File: config.mk
export PLATFORM = sky130hd
export DESIGN_NAME = fspa_divider
export DESIGN_NICKNAME = d
export VERILOG_FILES = /design/src/rtl/core/fspa_pkg.sv /design/src/rtl/core/fspa_divider.sv
export SDC_FILE = /design/constraint.sdc
export NUM_CORES = 1
export LEC_CHECK = 0
export ABC_AREA = 1
export BUFFER_PORTS_ARGS = -buffer_cell sky130_fd_sc_hd__buf_2
export CORE_MARGIN = 5
export CORE_UTILIZATION = 55
export CTS_CLUSTER_DIAMETER = 40
export DETAILED_ROUTE_END_ITERATION = 6
export GPL_TIMING_DRIVEN = 0
export PLACE_DENSITY = 0.77
export SLEW_MARGIN = 20
export SYNTH_ARGS = -nofsm -noshare
export SYNTH_HDL_FRONTEND = slang
export SYNTH_SLANG_ARGS = --single-unit
File: constraint.sdc
create_clock -name clk -period 2.9 [get_ports clk]
set_input_delay 0.58 -clock clk [delete_from_list [all_inputs] [get_ports clk]]
set_output_delay 0.58 -clock clk [all_outputs]
set_load 0.05 [all_outputs]
File: src/rtl/core/fspa_pkg.sv
`timescale 1ns / 1ps
// ----------------------------------------------------------------------------
// fspa_pkg
// Shared types and constants for the fixed slot pool allocator.
// ----------------------------------------------------------------------------
package fspa_pkg;

  localparam int MAX_PAGES_DEF      = 16;
  localparam int MAX_SPP_DEF        = 511;
  localparam int PAGE_STRIDE_LOG2   = 9;
  localparam int HANDLE_W           = 13;
  localparam int COUNT_W            = 13;
  localparam int PAGE_W             = 5;
  localparam int SPP_W              = 9;
  localparam int FAIL_W             = 32;
  localparam int STATUS_W           = 3;
  localparam int CAP_W              = 16;

  localparam logic [1:0] REQ_INIT    = 2'd0;
  localparam logic [1:0] REQ_ALLOC   = 2'd1;
  localparam logic [1:0] REQ_FREE    = 2'd2;
  localparam logic [1:0] REQ_DESTROY = 2'd3;

  localparam logic [2:0] ST_OK        = 3'd0;
  localparam logic [2:0] ST_NOT_ALIVE = 3'd1;
  localparam logic [2:0] ST_NO_PAGES  = 3'd2;
  localparam logic [2:0] ST_LIVE      = 3'd3;
  localparam logic [2:0] ST_BAD_FREE  = 3'd4;

  localparam logic CFG_SPP    = 1'b0;
  localparam logic CFG_BUDGET = 1'b1;

  // request from sequencer to the page-link walker
  typedef struct packed {
    logic                start;
    logic [PAGE_W-1:0]   page;
    logic [SPP_W-1:0]    spp;
    logic [HANDLE_W:0]   old_head;
  } fspa_walk_req_t;

endpackage

File: src/rtl/core/fspa_divider.sv
`timescale 1ns / 1ps
// ----------------------------------------------------------------------------
// fspa_divider
// Restoring divider, one quotient bit per cycle: ceil(cap / spp).
// ----------------------------------------------------------------------------
module fspa_divider (
  input  logic                           clk,
  input  logic                           rst_n,
  input  logic                           start,
  input  logic [fspa_pkg::CAP_W-1:0]     cap,
  input  logic [fspa_pkg::SPP_W-1:0]     spp,
  output logic                           done,
  output logic [fspa_pkg::CAP_W:0]       quot
);

  localparam int N = fspa_pkg::CAP_W + 1;

  logic [N-1:0]               num_r, num_nxt;
  logic [N-1:0]               q_r, q_nxt;
  logic [fspa_pkg::SPP_W:0]   rem_r, rem_nxt;
  logic [fspa_pkg::SPP_W:0]   trial;
  logic [4:0]                 cnt_r, cnt_nxt;
  logic                       busy_r, busy_nxt;
  logic                       done_r, done_nxt;

  always_comb begin
    num_nxt  = num_r;
    q_nxt    = q_r;
    rem_nxt  = rem_r;
    cnt_nxt  = cnt_r;
    busy_nxt = busy_r;
    done_nxt = 1'b0;
    trial    = '0;
    if (start) begin
      // numerator cap + spp - 1 for ceiling
      num_nxt  = N'(cap) + N'(spp) - N'(1);
      q_nxt    = '0;
      rem_nxt  = '0;
      cnt_nxt  = 5'(N);
      busy_nxt = 1'b1;
    end else if (busy_r) begin
      trial   = {rem_r[fspa_pkg::SPP_W-1:0], num_r[N-1]};
      num_nxt = {num_r[N-2:0], 1'b0};
      if (trial >= {1'b0, spp}) begin
        rem_nxt = trial - {1'b0, spp};
        q_nxt   = {q_r[N-2:0], 1'b1};
      end else begin
        rem_nxt = trial;
        q_nxt   = {q_r[N-2:0], 1'b0};
      end
      cnt_nxt = cnt_r - 5'd1;
      if (cnt_r == 5'd1) begin
        busy_nxt = 1'b0;
        done_nxt = 1'b1;
      end
    end
  end

  always_ff @(posedge clk) begin
    if (!rst_n) begin
      busy_r <= 1'b0;
      done_r <= 1'b0;
      cnt_r  <= '0;
    end else begin
      busy_r <= busy_nxt;
      done_r <= done_nxt;
      cnt_r  <= cnt_nxt;
    end
    num_r <= num_nxt;
    q_r   <= q_nxt;
    rem_r <= rem_nxt;
  end

  assign done = done_r;
  assign quot = q_r;

endmodule

=== Word-level counts from Yosys, hierarchy flattened ===
Cells that the tools add are included.

* Add/sub/neg operators: 4
* Magnitude comparators: 1
* Equality and inequality tests: 1
* Muxes and demuxes: 10
* Bitwise gates (word level): 2
* Reductions and logical operators: 3

{| class="wikitable"
|+ Operators by type and width
! cell !! count
|-
| $mux W17 || 2
|-
| $add A16 B9 Y17 || 1
|-
| $sub A17 B1 Y17 const B || 1
|-
| $ge A10 B9 Y1 || 1
|-
| $mux W5 || 2
|-
| $mux W9 || 1
|-
| $sub A9 B9 Y9 || 1
|-
| $eq A5 B1 Y1 const B || 1
|-
| $mux W1 || 5
|-
| $sub A5 B1 Y5 const B || 1
|-
| $reduce_or A3 Y1 || 1
|-
| $not A1 Y1 || 2
|-
| $reduce_bool A2 Y1 || 1
|-
| $reduce_or A2 Y1 || 1
|}

* Bits in registers: 50
* Bits of input ports: 28
* Output and inout port bits: 18
* Word-level logic and storage cells: 28

=== Depth between registers and ports, before layout ===
* Depth after elaboration: 4
* Mapped depth: 14

=== Least setup slack after synthesis ===
No wires, ideal clock.

* Kind: input -> register
* Start point: input spp[1] (netlist bit)
* End point: register num_r[15], data pin
* Setup time: 0.254 ns
* Arrival time: 2.123 ns
* Required time: 2.646 ns
* Slack: 0.523 ns
* Stages on the path: 13
* Cell sequence: inv_1 > ha_1 > inv_1 > ha_1 > fa_1 > nand3_1 > nand2_1 > nand2_1 > nand2_1 > nand3_1 > nand3_1 > nand3_1 > nand2_1

* Longest elaborated chain between the ends: 3

{| class="wikitable"
|+ RTL lines
! item !! RTL line !! RTL
|-
| start, declared || fspa_divider.sv:11 || <nowiki>input logic [fspa_pkg::SPP_W-1:0] spp,</nowiki>
|-
| $add A16 B9 Y17 || fspa_divider.sv:36 || <nowiki>num_nxt = N'(cap) + N'(spp) - N'(1);</nowiki>
|-
| $sub A17 B1 Y17 || fspa_divider.sv:36 ||
|-
| $mux W17 || fspa_divider.sv:34 || <nowiki>if (start) begin</nowiki>
|-
| via num_nxt[15] || fspa_divider.sv:18 || <nowiki>logic [N-1:0] num_r, num_nxt;</nowiki>
|-
| end signal, assigned || fspa_divider.sv:69 || <nowiki>num_r <= num_nxt;</nowiki>
|-
| end, declared || fspa_divider.sv:18 ||
|}

The timed path passes the listed nets, and every way through them passes these cells.
A chain may end at the register's enable or synchronous reset.

=== Final worst setup path ===
* Start point: input spp[1] (netlist bit)
* End point: register num_r[11], data pin

Same word-level chain as after synthesis.

==> out/qor.txt <==
Antenna Nets Post-Route -> 0
clock slew at reported path FFs -> 0.10 ns
Seq/Total Area, Yosys -> 0.343
reg2reg setup slack -> 0.87 ns
HPWL Detailed -> 5940 um
grt ovf -> 0
htree depth -> 2
Crit Path Category -> in2reg
Pre-antenna DRT Iters -> 5
post-CTS setup buffers -> 0
fin. max-slew vios -> 0
row count -> 28
Yosys cell types -> 35
die height -> 88.8 um
DRC Markers -> 0
Hold Crit Class -> reg2reg
Post-synth EDFFs -> 17
Worst Setup End Kind -> flop
fin crit share -> 0.826
Ant. Diodes -> 0
Crit path arrival time -> 2.52 ns
Final Setup Violations -> 0
fin crit period -> 2.39 ns
Synth Area in XOR/XNOR -> 0.0257
Startpoint Class -> primary input
Cell Pwr Density -> 440 nW/um^2
commonest non-fill, non-tap cell in the layout -> nand2_1
Final Skew -> 0.00768 ns
CTS tree -> built
TritonCTS buffer count -> 5
Yosys reg bits -> 50
Worst VDD drop -> 0.423 mV
PortBufs -> 45
Design Power -> 1.68 mW
Req. time, crit path -> 3.03 ns
number of global-route vias before repair -> 2814
Tightest Pin Transition -> 0.543 ns
crit path max fanout -> 3
die area -> 7880 sq um
RSZ-0062 raised after global routing -> false
I/O pin cnt -> 46
commonest non-fill, non-tap cells in the layout -> nand2_1, inv_1, buf_2
Root Driver -> clkbuf_8
core area -> 5990 sq um
initial antenna violation count -> 0
via count -> 3065
maximum clock frequency -> 418 MHz
P_leak -> 2.02 nW
first-pass GRT wire length -> 12500 um
clk_lat worst skew -> 0.31 ns
adder-cell share of the synthesized area -> 0.140
Initial Util -> 0.569
share of the synthesized area in the top cell type -> 0.194
Top FF cell, synth -> dfxtp_1
cts repair resizes -> 0
largest family of logic cells by synthesized area -> simple AND/OR/NAND/NOR gates
status -> completed
Syn Inst Count -> 477
Fin Setup TNS -> 0 ns
starting DRC count in detailed routing -> 164
Synth Cell Area -> 3410 sq um
Max Buffers Root-to-Sink -> 2
post-synthesis net count -> 542
ys async rst share -> 0
Hold Vio Cnt, Final -> 0
final net count -> 594
relative slew slack -> 0.638
synth top area cells -> dfxtp_1, edfxtp_1, nand2_1
complex-gate fraction of the synthesized area -> 0.104
largest area contributor in the netlist -> dfxtp_1
Post-Synth Simple-Gate Area -> 0.266
largest net degree at the start of global routing -> 27
chip width -> 88.8 um
RD Place Congestion -> 0.943
max_cap viols -> 0
syn_area_per_cell -> 7.15 sq um
Core Util, Final -> 0.639
Ys Warns -> 0
Total GRT Usage -> 0.201
DR vias/cell -> 5.07
final WL -> 7330 um
CTS Sinks -> 50
Avg WL per Cell -> 12.1 um
mux cell area share after synthesis -> 0
Post-CTS Hold Fix Bufs -> 0
share of layout cells above drive strength 1 -> 0.125
Area Overhead vs Synth -> 12.3%
[cells by family after synthesis]
kind of cell / after synthesis
adder cells (fa/ha/maj): 37
AO/OA/AOI/OAI: 64
buffers and inverters: 107
AND/OR/NAND/NOR: 209
flip-flops: 50
XOR/XNOR: 10
[worst max-delay path, cell delays in order]
cell	delay, ns
buf_2	0.07
inv_1	0.08
ha_1	0.28
inv_1	0.04
ha_1	0.22
fa_1	0.42
nand3_1	0.11
nand2_1	0.11
nand2_1	0.08
nand2_1	0.11
nand2_1	0.10
nand3_1	0.07
a31oi_1	0.25
[final timing paths]
kind / startpoint / endpoint / cells after the start
min: quot[16] / quot[16] / 2
min reg2reg: quot[16] / quot[16] / 2
max reg2reg: num_r[16] / rem_r[5] / 13
max: spp[1] / num_r[11] / 13
[state kept, by name (all words and copies together) (netlist names)]
name    flops
num_r      17
quot       17
rem_r       9
cnt_r       5
busy_r      1
done        1
[Yosys cell counts, types with 2 or more instances]
library cell	instances
nand3_1	36
xnor2_1	7
o22ai_1	14
ha_1	35
edfxtp_1	17
nand3b_1	3
nor2_2	2
nor2_1	27
or2_1	2
nor3_1	2
fa_1	2
o211ai_1	2
nor2_4	2
buf_2	3
o21ai_0	16
o21ai_1	6
dfxtp_1	33
a21oi_1	21
nand4_1	5
xor2_1	3
clkbuf_1	3
inv_1	98
and2_1	2
nand2_1	123
o21a_1	3
[per-stage QoR]
stage	cell area [sq um]	setup slack, ns	hold slack, ns	cells
3_5_place_dp	3730	0.191	0.459	597
5_1_grt	3830	0.306	0.499	605
3_3_place_gp	3730	0.224	0.454	597
6_report	3830	0.505	0.474	605
4_1_cts	3830	0.517	0.483	605
2_1_floorplan	3410	0.523	0.441	477
[report_power, final]
group | internal, mW | switching [mW]
registers | 0.788 | 0.0203
clock network | 0.179 | 0.261
logic | 0.164 | 0.271
[layer usage]
layer  GRT usage  wire length [um]
met5           0                 0
met4      0.0495                69
met3      0.0419               412
met2       0.308              3130
met1       0.288              3720
[area by class of cell]
type,instances,area (sq um)
flip-flops and latches,50,1170
multi-input cells,320,1830
fillers,545,2160
clock inverters,3,28.8
repair buffers,45,225
plain buffers,8,42.5
inverters,99,372
clock buffers,5,68.8
well taps,75,93.8
Power figures use the tool's default switching activity.
