==> src/rtl/core/fspa_pkg.sv <==
`timescale 1ns / 1ps
// ----------------------------------------------------------------------------
// fspa_pkg
// Shared types and constants for the fixed slot pool allocator.
// ----------------------------------------------------------------------------
package fspa_pkg;

  localparam int MAX_PAGES_DEF      = 16;
  localparam int MAX_SPP_DEF        = 511;
  localparam int PAGE_STRIDE_LOG2   = 9;
  localparam int HANDLE_W           = 13;
  localparam int COUNT_W            = 13;
  localparam int PAGE_W             = 5;
  localparam int SPP_W              = 9;
  localparam int FAIL_W             = 32;
  localparam int STATUS_W           = 3;
  localparam int CAP_W              = 16;

  localparam logic [1:0] REQ_INIT    = 2'd0;
  localparam logic [1:0] REQ_ALLOC   = 2'd1;
  localparam logic [1:0] REQ_FREE    = 2'd2;
  localparam logic [1:0] REQ_DESTROY = 2'd3;

  localparam logic [2:0] ST_OK        = 3'd0;
  localparam logic [2:0] ST_NOT_ALIVE = 3'd1;
  localparam logic [2:0] ST_NO_PAGES  = 3'd2;
  localparam logic [2:0] ST_LIVE      = 3'd3;
  localparam logic [2:0] ST_BAD_FREE  = 3'd4;

  localparam logic CFG_SPP    = 1'b0;
  localparam logic CFG_BUDGET = 1'b1;

  // request from sequencer to the page-link walker
  typedef struct packed {
    logic                start;
    logic [PAGE_W-1:0]   page;
    logic [SPP_W-1:0]    spp;
    logic [HANDLE_W:0]   old_head;
  } fspa_walk_req_t;

endpackage

==> src/rtl/core/fspa_page_walker.sv <==
`timescale 1ns / 1ps
// ----------------------------------------------------------------------------
// fspa_page_walker
// Links the slots of one new page, one link write per cycle.
// ----------------------------------------------------------------------------
module fspa_page_walker (
  input  logic                             clk,
  input  logic                             rst_n,
  input  fspa_pkg::fspa_walk_req_t         req,
  output logic                             busy,
  output logic                             done,
  output logic                             we,
  output logic [fspa_pkg::HANDLE_W-1:0]    waddr,
  output logic [fspa_pkg::HANDLE_W:0]      wdata
);

  logic [fspa_pkg::SPP_W-1:0]    idx_r, idx_nxt;
  logic [fspa_pkg::SPP_W-1:0]    spp_r, spp_nxt;
  logic [fspa_pkg::PAGE_W-1:0]   page_r, page_nxt;
  logic [fspa_pkg::HANDLE_W:0]   head_r, head_nxt;
  logic                          busy_r, busy_nxt;
  logic                          done_r, done_nxt;
  logic [fspa_pkg::HANDLE_W-1:0] h;

  assign h = {page_r[fspa_pkg::HANDLE_W-fspa_pkg::PAGE_STRIDE_LOG2-1:0], idx_r};

  always_comb begin
    idx_nxt  = idx_r;
    spp_nxt  = spp_r;
    page_nxt = page_r;
    head_nxt = head_r;
    busy_nxt = busy_r;
    done_nxt = 1'b0;
    if (req.start) begin
      idx_nxt  = '0;
      spp_nxt  = req.spp;
      page_nxt = req.page;
      head_nxt = req.old_head;
      busy_nxt = 1'b1;
    end else if (busy_r) begin
      idx_nxt = idx_r + 1'b1;
      if (idx_r == spp_r - 1'b1) begin
        busy_nxt = 1'b0;
        done_nxt = 1'b1;
      end
    end
  end

  always_ff @(posedge clk) begin
    if (!rst_n) begin
      busy_r <= 1'b0;
      done_r <= 1'b0;
    end else begin
      busy_r <= busy_nxt;
      done_r <= done_nxt;
    end
    idx_r  <= idx_nxt;
    spp_r  <= spp_nxt;
    page_r <= page_nxt;
    head_r <= head_nxt;
  end

  assign busy  = busy_r;
  assign done  = done_r;
  assign we    = busy_r;
  assign waddr = h;
  // slot 0 links to the old head, others to the slot below
  assign wdata = (idx_r == '0) ? head_r : {1'b0, h - 1'b1};

endmodule

==> config.mk <==
export PLATFORM = sky130hd
export DESIGN_NAME = fspa_page_walker
export DESIGN_NICKNAME = d
export VERILOG_FILES = /design/src/rtl/core/fspa_pkg.sv /design/src/rtl/core/fspa_page_walker.sv
export SDC_FILE = /design/constraint.sdc
export NUM_CORES = 1
export LEC_CHECK = 0
export BUFFER_PORTS_ARGS = -buffer_cell sky130_fd_sc_hd__clkbuf_2
export CORE_MARGIN = 2
export CORE_UTILIZATION = 35
export DETAILED_ROUTE_END_ITERATION = 12
export PLACE_DENSITY = 0.61
export RECOVER_POWER = 25
export SKIP_LAST_GASP = 1
export SYNTH_ARGS = -nofsm -noshare
export SYNTH_HDL_FRONTEND = slang
export SYNTH_SLANG_ARGS = --single-unit
==> constraint.sdc <==
create_clock -name clk -period 2.4 [get_ports clk]
set_input_delay 0.36 -clock clk [delete_from_list [all_inputs] [get_ports clk]]
set_output_delay 0.36 -clock clk [all_outputs]
set_load 0.02 [all_outputs]
# [Yosys cells after proc, flatten, opt, wreduce, memory -nomap -nowiden]
# Index checks and enable logic that the tools add are counted.
[word_totals] register_bits=38 wordCells=19
[classes] addsub=3 n_eq_ne=1 mux=5 bitwise=2 reduce_logical=2
[op_table] cell="$mux 14" count=1
[op_table] cell="$sub 13x1->13 const B" count=1
[op_table] cell="$add 9x1->9 const B" count=1
[op_table] cell="$eq 9x9->1" count=1
[op_table] cell="$logic_not 9->1" count=1
[op_table] cell="$sub 9x1->9 const B" count=1
[op_table] cell="$mux 1" count=4
[op_table] cell="$reduce_or 3->1" count=1
[op_table] cell="$not 1->1" count=2

# [Longest topological paths before layout]
[logic_depth] depth_word=5 mapped_depth=7

# [Worst setup path after synthesis]
# Ideal clock, no wire load.
[synth_timing] kind="register -> output" from="register idx_r[4] in the netlist's numbering" to="output wdata[0] in the netlist's numbering" arrival_time_ps=1992 required_time_ps=2040 path_slack_ps=48 stages_incl_launch_ff=6 n_path_buf=2 cell_sequence="dfxtp_1 clkbuf_1 nor4_1 nand4_1 clkbuf_1 a21oi_1"
[synth_via] elab_chain_cells=2
[synth_rtl] element="start, declared" line="fspa_page_walker.sv:17" text="logic [fspa_pkg::SPP_W-1:0] idx_r, idx_nxt;"
[synth_rtl] element="start signal, assigned" line="fspa_page_walker.sv:57" text="idx_r <= idx_nxt;"
[synth_rtl] element="$logic_not 9->1" line="fspa_page_walker.sv:68" text="assign wdata = (idx_r == '0) ? head_r : {1'b0, h - 1'b1};"
[synth_rtl] element="$mux 14" line="fspa_page_walker.sv:68"
[synth_rtl] element="end, declared" line="fspa_page_walker.sv:14" text="output logic [fspa_pkg::HANDLE_W:0] wdata"
# No other way between the ends.

# [Worst setup path after layout]
[layout_timing] from="register idx_r[1] in the netlist's numbering" to="output wdata[12] in the netlist's numbering"
[layout_via] elab_chain_cells=2 word_cells_on_any_way=3 classes_between="add/sub (1); mux (1); reduce/logical (1)"
[layout_rtl] element="$sub 13x1->13 / $logic_not 9->1 (equally long branches)" line="fspa_page_walker.sv:68"
[layout_rtl] element="$mux 14 *" line="fspa_page_walker.sv:68"
# Mark *: on every way between the ends. The rest lies on a longest branch, timed or not.

==> out/results.txt <==
Least-Margin Pin Slew -> 0.489 ns
syn nets -> 206
clock buffer depth -> 2
# port buffers -> 59
startpoint types -> flip-flop
Power Density -> 638 nW/um^2
Max Fanout on Critical Path -> 19
CTS H-tree lvls -> 2
Routed WL -> 3830 um
largest net degree at the start of global routing -> 38
Tightest Hold Check Type -> in2reg
Critical R2R Launch -> spp_r[0]
Core Footprint -> 5110 sq um
status -> finished, final reports clean
Pint -> 1.07 mW
Final Cell Area -> 2360 sq um
Post-Syn Area per Cell -> 10.8 sq um
final setup fails -> 0
DP Area -> 2270 sq um
combinational power share -> 21.2%
antenna violations before repair -> 0
post-CTS sizing -> 0
grt ovf -> 0
switching portion of total power -> 28.9%
Distinct cells, synth -> 35
Mapped Area -> 1850 sq um
post-CTS setup buffers -> 0
Slew HR -> 67.3%
Post-Synthesis Cells -> 172
Critical Path End Type -> output port
Critical Setup Path Class -> reg2out
Worst VDD drop -> 370 uV
Final min period -> 2.23 ns
FF-to-FF setup slack -> 0.28 ns
Pre-antenna DRT Iters -> 4
Clk Latency, worst-skew pair -> 0.29 ns
GP Congestion -> 0.733
drt wl/cell -> 12.3 um
WP data required -> 2.04 ns
Layout Nets -> 273
share of layout cells above drive strength 1 -> 35.4%
MaxCap Viol Count -> 0
final hold vios -> 0
via density per instance -> 4.63
die height -> 76.7 um
CP max stage delay -> 0.41 ns
Hold Crit Depth -> 1
post-detail-place hpwl -> 2860 um
area growth from synthesis to layout -> 27.6%
diodes inserted -> 0
Seq pwr share -> 51.7%
first-pass GRT wire length -> 6350 um
r2r endpoint -> done
Synth warnings -> 0
Clock Skews -> 0.00656 ns
number of global-route vias before repair -> 1370
Site Rows -> 26
Net Switching -> 436 uW
CP cell instances -> inv_1 > ha_1 > nand4_1 > buf_4 > mux2_2 > clkbuf_2
clk sinks -> 38
Max Clock Freq -> 0.449 GHz
root buffer cell -> clkbuf_8
LEAKAGE -> 1.00 nW
Initial Utilization -> 36.3%
Post-Layout Cell Count -> 310
Die Width -> 76.7 um
Crit-path slowest cell -> dfxtp_2
hold endpoint -> spp_r[6]
Worst-path clk slew -> 0.08 ns
post-synthesis register bit count -> 38
worst path bufs/invs -> 3
clock group share of total power -> 27.1%
Crit path max-delay family -> buffers and inverters
cts bufs inserted -> 5
Slew Limit Fails -> 0
crit path DAT -> 1.87 ns
TritonCTS clock tree -> built
R2R cell count -> 7
ANT nets after route -> 0
Vias -> 1434
die area -> 5890 sq um
io pins -> 61
placed insts -> 302
commonest non-fill, non-tap cell in the layout -> clkbuf_2
most frequent cells in the layout -> clkbuf_2, nor2_1, edfxtp_1, xnor2_1
CTS Hold Bufs -> 0
Hold Slack -> 0.240 ns
gr usage total -> 13.9%
Iter 0 DRT Violations -> 64
Tcrit/Tclk final -> 92.9%
min-delay src -> req[20]
RSZ-0062 raised after global routing -> true
drt drc -> 0
register area share after synthesis -> 55.7%
power by group through the flow:
| stage | clock, mW | combinational, mW | sequential, mW |
|---|---|---|---|
| 6_report | 0.409 | 0.320 | 0.779 |
| 5_1_grt | 0.452 | 0.356 | 0.785 |
| 4_1_cts | 0.422 | 0.323 | 0.779 |
| 3_5_place_dp | 0 | 0.321 | 0.794 |
| 3_3_place_gp | 0 | 0.319 | 0.792 |
| 2_1_floorplan | 0 | 0.200 | 0.797 |
metrics by stage:
stage | worst slack, ns | utilization (%) | setup TNS [ns] | total power, mW
2_1_floorplan | 0.0482 | - | 0 | 0.997
3_3_place_gp | 0.325 | 44.5 | 0 | 1.11
3_5_place_dp | 0.286 | 44.5 | 0 | 1.11
4_1_cts | 0.0482 | 46.1 | 0 | 1.52
5_1_grt | -0.000766 | 46.3 | -0.000766 | 1.59
6_report | 0.171 | 46.3 | 0 | 1.51
flip-flops by register name, summed over array words and instances, names as in the netlist:
name and count:
head_r 14, idx_r 9, spp_r 9, page_r 4, busy 1, done 1
Yosys cell counts:
library cell | number | area share (%)
nor3_1 | 6 | 1.6
nor4_1 | 1 | 0.34
or2_2 | 1 | 0.34
o2bb2ai_1 | 1 | 0.47
nor3b_1 | 2 | 0.81
a21oi_1 | 10 | 2.7
buf_2 | 2 | 0.54
and4_1 | 1 | 0.47
buf_4 | 1 | 0.41
a2111oi_2 | 1 | 0.81
nand3_1 | 5 | 1.4
and3_1 | 3 | 1.0
dfxtp_1 | 11 | 12
or3_1 | 1 | 0.34
nor2_1 | 29 | 5.9
a2111oi_4 | 1 | 1.5
nor2_2 | 1 | 0.34
xor2_1 | 11 | 5.2
o211ai_1 | 1 | 0.41
nand3b_1 | 1 | 0.41
nand2b_1 | 1 | 0.34
nor4b_1 | 1 | 0.47
mux2_2 | 2 | 1.2
inv_1 | 6 | 1.2
nand2_1 | 9 | 1.8
edfxtp_1 | 27 | 44
mux2i_1 | 1 | 0.54
clkbuf_1 | 7 | 1.4
ha_1 | 3 | 2.0
nand4_1 | 4 | 1.4
o21bai_1 | 1 | 0.41
o21ai_0 | 5 | 1.4
a221oi_1 | 1 | 0.47
or4_4 | 1 | 0.61
xnor2_1 | 13 | 6.1
layer usage:
metal  up-vias  GRT usage [%]  wire, um
li1        732              -         -
met1       638           17.8      1750
met2        55           21.7      1700
met3         9           4.82       310
met4         0           5.27        68
met5         -              0         0
worst register-to-register path, cell delays in order, from the launching register on:
cell       delay [ns]
edfxtp_1         0.47
inv_1            0.09
ha_1             0.17
nor3b_1          0.44
and3_1           0.23
o211ai_1         0.09
a2111oi_2        0.38
and3_1           0.19
layout make-up:
class / instances / area [sq um]
fill: 498 / 2740
clock inverter: 3 / 11.3
timing repair buffer: 70 / 378
tap: 70 / 87.6
inverter: 6 / 22.5
sequential: 38 / 1030
clock buffer: 5 / 68.8
multi-input combinational: 118 / 763
worst max path at each step:
stage / from / endpoint / slack (ns) / depth (start not counted)
finish: idx_r[1] / wdata[12] / 0.17 / 6
global route: idx_r[1] / wdata[12] / -0.0008 / 6
global placement: spp_r[0] / done / 0.32 / 7
detailed placement: spp_r[0] / done / 0.29 / 7
floorplan: idx_r[4] / wdata[0] / 0.05 / 5
CTS: idx_r[1] / wdata[12] / 0.05 / 6
kinds of logic after synthesis:
group,Yosys count,synth area share [%]
AO/OA/AOI/OAI,21,8.11
XOR/XNOR,24,11.4
adder cells (fa/ha/maj),3,2.03
buffers and inverters,16,3.58
flip-flops,38,55.7
multiplexers,3,1.76
AND/OR/NAND/NOR,67,17.5
(Power assumes the default switching activity.)
